`src/hdl/curl_p_sponge_hash_unit_defines.svh`:
```
// Assertion macros for the Curl-P sponge hash unit.
// Used by the top level only; expects clk_i and rst_ni in scope.
`ifndef CURL_P_SPONGE_HASH_UNIT_DEFINES_SVH
`define CURL_P_SPONGE_HASH_UNIT_DEFINES_SVH

// antecedent implies consequent in the same cycle
`define CURLP_ASSERT_SAME(lbl, ante, cons, msg) \
  lbl: assert property (@(posedge clk_i) disable iff (!rst_ni) (ante) |-> (cons)) \
    else $error(msg);

// antecedent implies consequent in the next cycle
`define CURLP_ASSERT_NEXT(lbl, ante, cons, msg) \
  lbl: assert property (@(posedge clk_i) disable iff (!rst_ni) (ante) |=> (cons)) \
    else $error(msg);

`endif

```
`src/hdl/curlp_pkg.sv`:
```
// Shared types, constants and the trit substitution function of the Curl-P unit.
// No dependencies.
package curlp_pkg;

  localparam int unsigned StateTritsDef = 729;
  localparam int unsigned RateTritsDef  = 243;
  localparam int unsigned PosW          = 8;
  localparam int unsigned RoundW        = 8;
  localparam int unsigned QueueDepth    = 2;
  localparam logic [RoundW-1:0] RoundCountRst = 8'd81;

  localparam logic [1:0] TritZero = 2'b00;
  localparam logic [1:0] TritPos  = 2'b01;
  localparam logic [1:0] TritBad  = 2'b10;
  localparam logic [1:0] TritNeg  = 2'b11;

  typedef enum logic [1:0] {
    ModeClear   = 2'd0,
    ModeAbsorb  = 2'd1,
    ModeSqueeze = 2'd2
  } mode_e;

  typedef struct packed {
    mode_e      mode;
    logic [1:0] trit;
    logic       last;
  } cmd_t;

  typedef struct packed {
    logic busy;
    logic pop;
  } core_stat_t;

  function automatic logic [1:0] trit_sbox(logic [1:0] a, logic [1:0] b);
    logic [1:0] r;
    case ({b, a})
      {TritNeg, TritNeg}:   r = TritPos;
      {TritNeg, TritZero}:  r = TritZero;
      {TritNeg, TritPos}:   r = TritNeg;
      {TritZero, TritNeg}:  r = TritPos;
      {TritZero, TritZero}: r = TritNeg;
      {TritZero, TritPos}:  r = TritZero;
      {TritPos, TritNeg}:   r = TritNeg;
      {TritPos, TritZero}:  r = TritPos;
      {TritPos, TritPos}:   r = TritZero;
      default:              r = TritZero;
    endcase
    return r;
  endfunction

endpackage

```
`src/hdl/curlp_fifo.sv`:
```
// Short command queue between front end and sponge core.
// Depends on curlp_pkg.
module curlp_fifo import curlp_pkg::*; (
  input  logic clk_i,
  input  logic rst_ni,
  input  logic push_i,
  input  cmd_t cmd_i,
  output logic full_o,
  input  logic pop_i,
  output logic valid_o,
  output cmd_t cmd_o
);

  localparam int unsigned PtrW = (QueueDepth > 1) ? $clog2(QueueDepth) : 1;
  localparam int unsigned CntW = $clog2(QueueDepth + 1);

  cmd_t            mem_q [QueueDepth];
  logic [PtrW-1:0] wr_q, wr_d, rd_q, rd_d;
  logic [CntW-1:0] cnt_q, cnt_d;
  logic            do_push, do_pop;

  assign full_o  = (cnt_q == CntW'(QueueDepth));
  assign valid_o = (cnt_q != '0);
  assign cmd_o   = mem_q[rd_q];
  assign do_push = push_i && !full_o;
  assign do_pop  = pop_i && valid_o;

  always_comb begin
    wr_d  = wr_q;
    rd_d  = rd_q;
    cnt_d = cnt_q;
    if (do_push) begin
      wr_d = (wr_q == PtrW'(QueueDepth - 1)) ? '0 : wr_q + 1'b1;
    end
    if (do_pop) begin
      rd_d = (rd_q == PtrW'(QueueDepth - 1)) ? '0 : rd_q + 1'b1;
    end
    if (do_push && !do_pop) begin
      cnt_d = cnt_q + 1'b1;
    end else if (do_pop && !do_push) begin
      cnt_d = cnt_q - 1'b1;
    end
  end

  always_ff @(posedge clk_i or negedge rst_ni) begin
    if (!rst_ni) begin
      wr_q  <= '0;
      rd_q  <= '0;
      cnt_q <= '0;
    end else begin
      wr_q  <= wr_d;
      rd_q  <= rd_d;
      cnt_q <= cnt_d;
    end
  end

  always_ff @(posedge clk_i) begin
    if (do_push) begin
      mem_q[wr_q] <= cmd_i;
    end
  end

endmodule

```
`config.mk`:
```
export PLATFORM = sky130hd
export DESIGN_NAME = curlp_fifo
export DESIGN_NICKNAME = d
export VERILOG_FILES = /design/src/hdl/curl_p_sponge_hash_unit_defines.svh /design/src/hdl/curlp_pkg.sv /design/src/hdl/curlp_fifo.sv
export SDC_FILE = /design/constraint.sdc
export NUM_CORES = 1
export LEC_CHECK = 0
export BUFFER_PORTS_ARGS = -buffer_cell sky130_fd_sc_hd__buf_2
export CAP_MARGIN = 10
export CORE_MARGIN = 8
export CORE_UTILIZATION = 40
export DETAILED_ROUTE_END_ITERATION = 8
export SYNTH_ARGS = -nofsm -noshare
export SYNTH_HDL_FRONTEND = slang
export SYNTH_SLANG_ARGS = --single-unit
```
`constraint.sdc`:
```
create_clock -name clk_i -period 2 [get_ports clk_i]
set_input_delay 0.2 -clock clk_i [delete_from_list [all_inputs] [get_ports clk_i]]
set_output_delay 0.2 -clock clk_i [all_outputs]
set_load 0.02 [all_outputs]
```
==> flow_metrics.py, run 1 <==
metrics = {
    "finish": {
        "final_cell_mix": "sky130_fd_sc_hd__buf_2 (15), sky130_fd_sc_hd__edfxtp_1 (10), sky130_fd_sc_hd__mux2_1 (5), sky130_fd_sc_hd__dfrtp_1 (4)",
        "ff_latch_area_um2": 400,
        "net_count_final": 65,
        "area_growth_syn_to_layout_pct": 22.0,
        "final_core_area_utilization_pct": 52.7,
        "layout_commonest_cell": "sky130_fd_sc_hd__buf_2",
        "multi_input_area_um2": 156,
        "insertedDiodeCount": 0,
        "drive_above_1_share_pct": 37.0,
        "fill_cells": 109,
    },
    "grt": {
        "gr-usage-met1_pct": 7.64,
        "grt_pass1_wl_um": 1630,
        "global_route.usage.met2_pct": 13.7,
        "first_global_vias": 378,
        "globalRouteTotalUtil_pct": 8.00,
        "grt_max_degree": 9,
        "use_met3_pct": 4.41,
        "grt_antenna_before_repair": 0,
        "overflow_left_after_global_routing": 0,
        "top_usage_layer": "met2",
    },
    "cts": {
        "cts_made_buffers": 3,
        "clock_tree_from_tritoncts": "done",
        "worst_setup_hold_path_clk_slew_ns": 0.08,
        "ctsRootBufferMaster": "sky130_fd_sc_hd__clkbuf_4",
        "cts.sinks": 14,
        "cts_htree_levels": 1,
        "insertion_delay_ns": 0.27,
        "cts.path.max_buffers": 2,
    },
    "floorplan": {
        "rows": 13,
        "initial_utilization_pct": 43.2,
        "core_area_um2": 1320,
        "die-height_um": 53.7,
        "io-pin-count": 16,
        "full_die_area_um2": 2890,
        "fp.dieW_um": 53.7,
    },
    "drt": {
        "avgViaCountPerCell": 4.70,
        "dr.first_iter.drc_count": 10,
        "vias": 324,
        "route.final.wire_length_um": 1020,
        "firstDrtPassIters": 4,
        "post_detailed_route_count_of_antenna_violating_nets": 0,
        "detail_route.drc_violations": 0,
        "final_routed_wire_length_divided_by_cell_count_um": 14.8,
    },
    "power_and_ir_drop": {
        "power_leakage_nw": 0.301,
        "cellPowerDensity_nw_per_um2": 1500,
        "worst_vdd_drop_v": 0.000704,
    },
    "worst_setup_path": {
        "worstPathCellList": "nand2b_1 -> nand2_1 -> inv_1 -> ha_1 -> xor2_1 -> nor2_1 -> xor2_1",
        "criticalPathCategory": "reg2reg",
        "critical_path.startpoint_type": "flop",
        "crit_path_frequent_cell": "sky130_fd_sc_hd__xor2_1",
        "worst_setup_path_end_kind": "flop",
        "worstSetupPathDepth": 7,
        "worst_endpoint_data_arrival_time_ns": 1.78,
        "cpLargestDelayFamily": "simple AND/OR/NAND/NOR gates",
        "crit_slowest_cell": "sky130_fd_sc_hd__dfrtp_1",
        "rr_worst_depth": 7,
        "required_ns": 2.19,
        "cpPeakStageDelay_ns": 0.43,
        "worstPathMaxFanout": 4,
        "worst_path_buf_inv": 1,
    },
    "logic_synthesis": {
        "synthesis.yosys.warnings": 0,
        "synth_area_per_cell_um2": 16.3,
        "post_synth_mux_area_share_pct": 9.89,
        "synth.lib_cells_used.distinct": 14,
        "syn-cell-area_um2": 569,
        "synth_adder_area_share_pct": 2.20,
        "synthXorXnorAreaFrac_pct": 7.69,
        "yosysTopAreaCellShare_pct": 52.7,
        "syn-instance-count": 35,
        "synth_top_family_by_area": "multiplexers",
        "synth.top_cells.by_area": "sky130_fd_sc_hd__edfxtp_1 (53%), sky130_fd_sc_hd__dfrtp_1 (18%), sky130_fd_sc_hd__mux2_1 (9.9%), sky130_fd_sc_hd__xnor2_1 (4.6%), sky130_fd_sc_hd__xor2_1 (3.1%)",
        "post_synth_edffs": 10,
        "postSynthRegisterBits": 14,
        "seq_area_frac_synth_pct": 70.3,
        "compound_gate_portion_of_the_synthesized_area_pct": 0,
        "yosysTopAreaCell": "sky130_fd_sc_hd__edfxtp_1",
        "synth-main-ff-cell": "sky130_fd_sc_hd__edfxtp_1",
        "async_flop_share_pct": 28.6,
        "synthSimpleGateAreaFrac_pct": 7.69,
        "synthesis.nets": 45,
    },
    "outcome": {
        "run_status": "completed",
    },
    "place": {
        "preCtsSetupSlack_ns": 0.444,
        "buffer_ports.inserted": 15,
        "detailed_place_hpwl_um": 812,
        "gp_routability_congestion": 0.668,
    },
    "timing": {
        "slew-limit-headroom_pct": 70.6,
        "final_max_slew_viol_count": 0,
        "final_skew_ns": 0.00409,
        "post-route-min-period_ns": 1.59,
        "post-route-worst-setup-slack_ns": 0.414,
        "report.final.hold_viol_count": 0,
        "rsz0062_at_grt": "false",
        "setup_tns_ns": 0,
        "max_freq_mhz": 631,
        "finalCritPeriodShare_pct": 79.3,
        "setup_viol": 0,
        "tightest_slew_ns": 0.439,
        "whs_ns": 0.112,
    },
    "run": {
        "cap_viol_max_count": 0,
    },
    "hold_path": {
        "hold_path_depth": 1,
        "worst_hold_path_type": "in2reg",
    },
}
[synth_stat cells, drive strengths merged (2+ instances only)]
library cell,count
dfrtp,4
edfxtp,10
inv,2
mux2,5
nand2,2
nor2,2
xnor2,3
xor2,2
[power breakdown]
part,internal [mW],leakage (nW),switching [mW]
sequential,0.411,0.140,0.0679
clock,0.0722,0.0154,0.0818
combinational,0.176,0.146,0.235
total,0.660,0.301,0.384
[logic make-up (layout without fill, tap and decap cells)]
| group | Yosys count | count (layout) |
|---|---|---|
| flip-flops | 14 | 14 |
| AND/OR/NAND/NOR | 7 | 7 |
| XOR/XNOR | 5 | 5 |
| multiplexers | 5 | 5 |
| buffers and inverters | 3 | 22 |
| adder cells (fa/ha/maj) | 1 | 1 |
[path summary, 6_finish.rpt]
| check | to | slack, ns | from |
|---|---|---|---|
| min | mem_q[1][4] | 0.11 | cmd_i[4] |
| max in group asynchronous | rd_q | 1.62 | rst_ni |
| max reg2reg | cnt_q[1] | 0.41 | cnt_q[0] |
| max | cnt_q[1] | 0.41 | cnt_q[0] |
| min reg2reg | wr_q | 0.52 | wr_q |
| min in group asynchronous | wr_q | 0.25 | rst_ni |
[cell type report]
class	instances	area share (%)
repair buffers	16	12.3
clock inverters	1	0.541
inverters	2	1.08
clock buffers	3	3.24
well taps	15	2.70
multi-input cells	18	22.5
flip-flops and latches	14	57.7
[timing repair]
item / 4_1_cts / 5_1_grt
hold buffers: 1 / 0
buffers inserted: 0 / 0
endpoints found under the hold margin: 4 / 0
gates resized for setup: 0 / 0
setup endpoints to repair: 0 / 0
[through the flow]
stage	power (mW)	instances	area, um^2
3_3_place_gp	0.865	64	658
6_report	1.04	69	694
3_5_place_dp	0.898	64	658
2_1_floorplan	0.772	35	569
4_1_cts	1.06	69	694
5_1_grt	1.11	69	694
[metal layers]
metal	share of wire [%]	wire [um]
met5	0	0
met4	0	0
met3	9.0	92
met2	52	532
met1	39	398
[state kept, by name, summed over array words and instances, names as in the netlist]
name and count:
mem_q 10, rd_q 1, cnt_q 2, wr_q 1
No activity file was read; power rests on OpenSTA's default activity.
==> inputs of run 2 (changes only) <==
==> constraint.sdc (replaced) <==
create_clock -name clk_i -period 1.6 [get_ports clk_i]
set_input_delay 0.16 -clock clk_i [delete_from_list [all_inputs] [get_ports clk_i]]
set_output_delay 0.16 -clock clk_i [all_outputs]
set_load 0.02 [all_outputs]
==> run 2 against run 1 <==
  * Worst hold slack lost 0.052 ns
  * Clock skew fell by 0.0017 ns
  * Largest power group unchanged
  * Core utilization is 0.19 points higher
  * Worst setup slack lost 0.31 ns
==> flow_metrics.py, run 2 (synthesis gave the netlist of run 1 again) <==
metrics = {
    "finish": {
        "largest-register": "mem_q",
        "registers_with_the_highest_flip_flop_counts": "mem_q x10, cnt_q x2",
        "area_growth_syn_to_layout_pct": 22.4,
        "layout_commonest_cell": "sky130_fd_sc_hd__buf_2",
        "largest_reg_flops": 10,
        "post_layout_nonfiller_instances": 69,
        "drive_above_1_share_pct": 38.9,
        "net_count_final": 65,
        "final_cell_mix": "sky130_fd_sc_hd__buf_2 (15), sky130_fd_sc_hd__edfxtp_1 (10), sky130_fd_sc_hd__mux2_1 (5), sky130_fd_sc_hd__dfrtp_1 (4)",
        "fill_cells": 119,
        "ff_latch_area_um2": 400,
        "multi_input_area_um2": 159,
        "insertedDiodeCount": 0,
        "post-route-cell-area_um2": 697,
    },
    "cts": {
        "cts_made_buffers": 3,
        "clock_tree_from_tritoncts": "done",
        "worst_setup_hold_path_clk_slew_ns": 0.08,
        "cts.sinks": 14,
        "post_cts_buffers": 0,
        "insertion_delay_ns": 0.28,
        "ctsRootBufferMaster": "sky130_fd_sc_hd__clkbuf_4",
        "cts.path.max_buffers": 2,
        "cts_htree_levels": 1,
    },
    "timing": {
        "rsz0062_at_grt": "false",
        "slew-limit-headroom_pct": 73.3,
        "whs_ns": 0.0593,
        "final_skew_ns": 0.00239,
        "post-route-min-period_ns": 1.49,
        "final_max_slew_viol_count": 0,
        "max_freq_mhz": 670,
        "finalCritPeriodShare_pct": 93.3,
        "setup_tns_ns": 0,
        "report.final.hold_viol_count": 0,
        "tightest_slew_ns": 0.398,
        "setup_viol": 0,
    },
    "drt": {
        "wirelength_met1_um": 362,
        "detailroute.wirelength.met3_um": 81,
        "highest_layer": "met4",
        "post_detailed_route_count_of_antenna_violating_nets": 0,
        "avgViaCountPerCell": 4.77,
        "detail_route.drc_violations": 0,
        "vias": 329,
        "final_routed_wire_length_divided_by_cell_count_um": 14.2,
        "firstDrtPassIters": 4,
        "route.final.wire_length_um": 981,
        "wl_met2_um": 507,
        "dr.first_iter.drc_count": 3,
    },
    "grt": {
        "overflow_left_after_global_routing": 0,
        "globalRouteTotalUtil_pct": 8.33,
        "grt_pass1_wl_um": 1660,
        "grt_antenna_before_repair": 0,
        "grt_max_degree": 9,
        "first_global_vias": 384,
    },
    "worst_setup_path": {
        "crit_path_frequent_cell": "sky130_fd_sc_hd__xor2_1",
        "worst_endpoint_data_arrival_time_ns": 1.70,
        "r2r_end": "cnt_q[1]",
        "worstPathMaxFanout": 4,
        "required_ns": 1.80,
        "criticalPathCategory": "reg2reg",
        "worst_r2r_startpoint": "cnt_q[0]",
        "cpPeakStageDelay_ns": 0.42,
        "rr_worst_depth": 7,
        "critical_path.startpoint_type": "flop",
        "ff2ff_setup_slack_ns": 0.11,
        "worstPathCellList": "nand2b_1 -> nand2_2 -> inv_1 -> ha_1 -> xor2_1 -> nor2_1 -> xor2_1",
        "worst_setup_path_end_kind": "flop",
        "crit_slowest_cell": "sky130_fd_sc_hd__dfrtp_1",
    },
    "power_and_ir_drop": {
        "total_power_mw": 1.31,
        "cellPowerDensity_nw_per_um2": 1880,
        "worst_vdd_drop_v": 0.000772,
        "power_leakage_nw": 0.301,
    },
    "hold_path": {
        "worst_hold_path_type": "in2reg",
        "hold_path_depth": 1,
        "hold_path.startpoint": "cmd_i[2]",
        "hold_path_end": "mem_q[0][2]",
    },
    "floorplan": {
        "rows": 13,
        "io-pin-count": 16,
        "initial_utilization_pct": 43.2,
        "fp.dieW_um": 53.7,
        "full_die_area_um2": 2890,
        "die-height_um": 53.7,
        "core_area_um2": 1320,
    },
    "place": {
        "detailed_place_hpwl_um": 779,
        "dpl_cell_area_um2": 658,
        "dp.cells": 64,
        "gp_routability_congestion": 0.726,
        "buffer_ports.inserted": 15,
    },
    "run": {
        "cap_viol_max_count": 0,
    },
    "outcome": {
        "run_status": "completed",
    },
}
[run 2: changes by cell type in the layout (fill, tap and decap cells not counted), sizes merged]
cell,delta
clkbuf,+1
clkinv,-1
[run 2: worst max path at each step]
stage,startpoint,end,slack (ns),cells after the start
final,cnt_q[0],cnt_q[1],0.11,7
after global routing,cnt_q[0],cnt_q[1],0.03,7
after CTS,cnt_q[0],cnt_q[1],0.06,7
after detailed placement,cnt_q[0],cnt_q[1],0.11,7
after global placement,cnt_q[0],cnt_q[1],0.20,7
after floorplan,cnt_q[0],cnt_q[1],0.24,6
[run 2: critical path: cells and delay by family, from the launching register on]
kind,cells,cell delay (ns)
buf+inv,1,0.05
fa+ha+maj,1,0.19
flops,1,0.42
simple gates,3,0.44
xor+xnor,2,0.31
[run 2: layout make-up]
cell class / instances / share of cell area (%)
sequential: 14 / 57.5
timing repair buffer: 16 / 12.2
multi-input combinational: 18 / 22.8
clock buffer: 4 / 3.77
inverter: 2 / 1.08
tap: 15 / 2.69
[run 2: where the power goes]
part | leakage [nW] | internal, mW | total [mW] | switching, mW
Sequential | 0.140 | 0.514 | 0.598 | 0.0835
Combinational | 0.147 | 0.221 | 0.503 | 0.283
Clock | 0.0150 | 0.0969 | 0.209 | 0.112
Total | 0.301 | 0.832 | 1.31 | 0.478
[run 2: layer usage]
layer  vias to the layer above  track usage (%)
met5                         -                0
met4                         0             6.30
met3                         3             3.86
met2                        13             13.5
met1                       156             8.12
li1                        157                -
[run 2: repair_timing]
item / CTS / global route
gates resized for setup: 0 / 1
hold buffers: 1 / 0
setup endpoints to repair: 0 / 1
hold endpoints to repair: 4 / 0
[run 2: metrics by stage]
step	util [%]	worst slack [ns]
floorplan	-	0.236
global placement	50.0	0.198
detailed placement	50.0	0.105
CTS	52.7	0.0639
global route	52.9	0.0254
finish	52.9	0.107
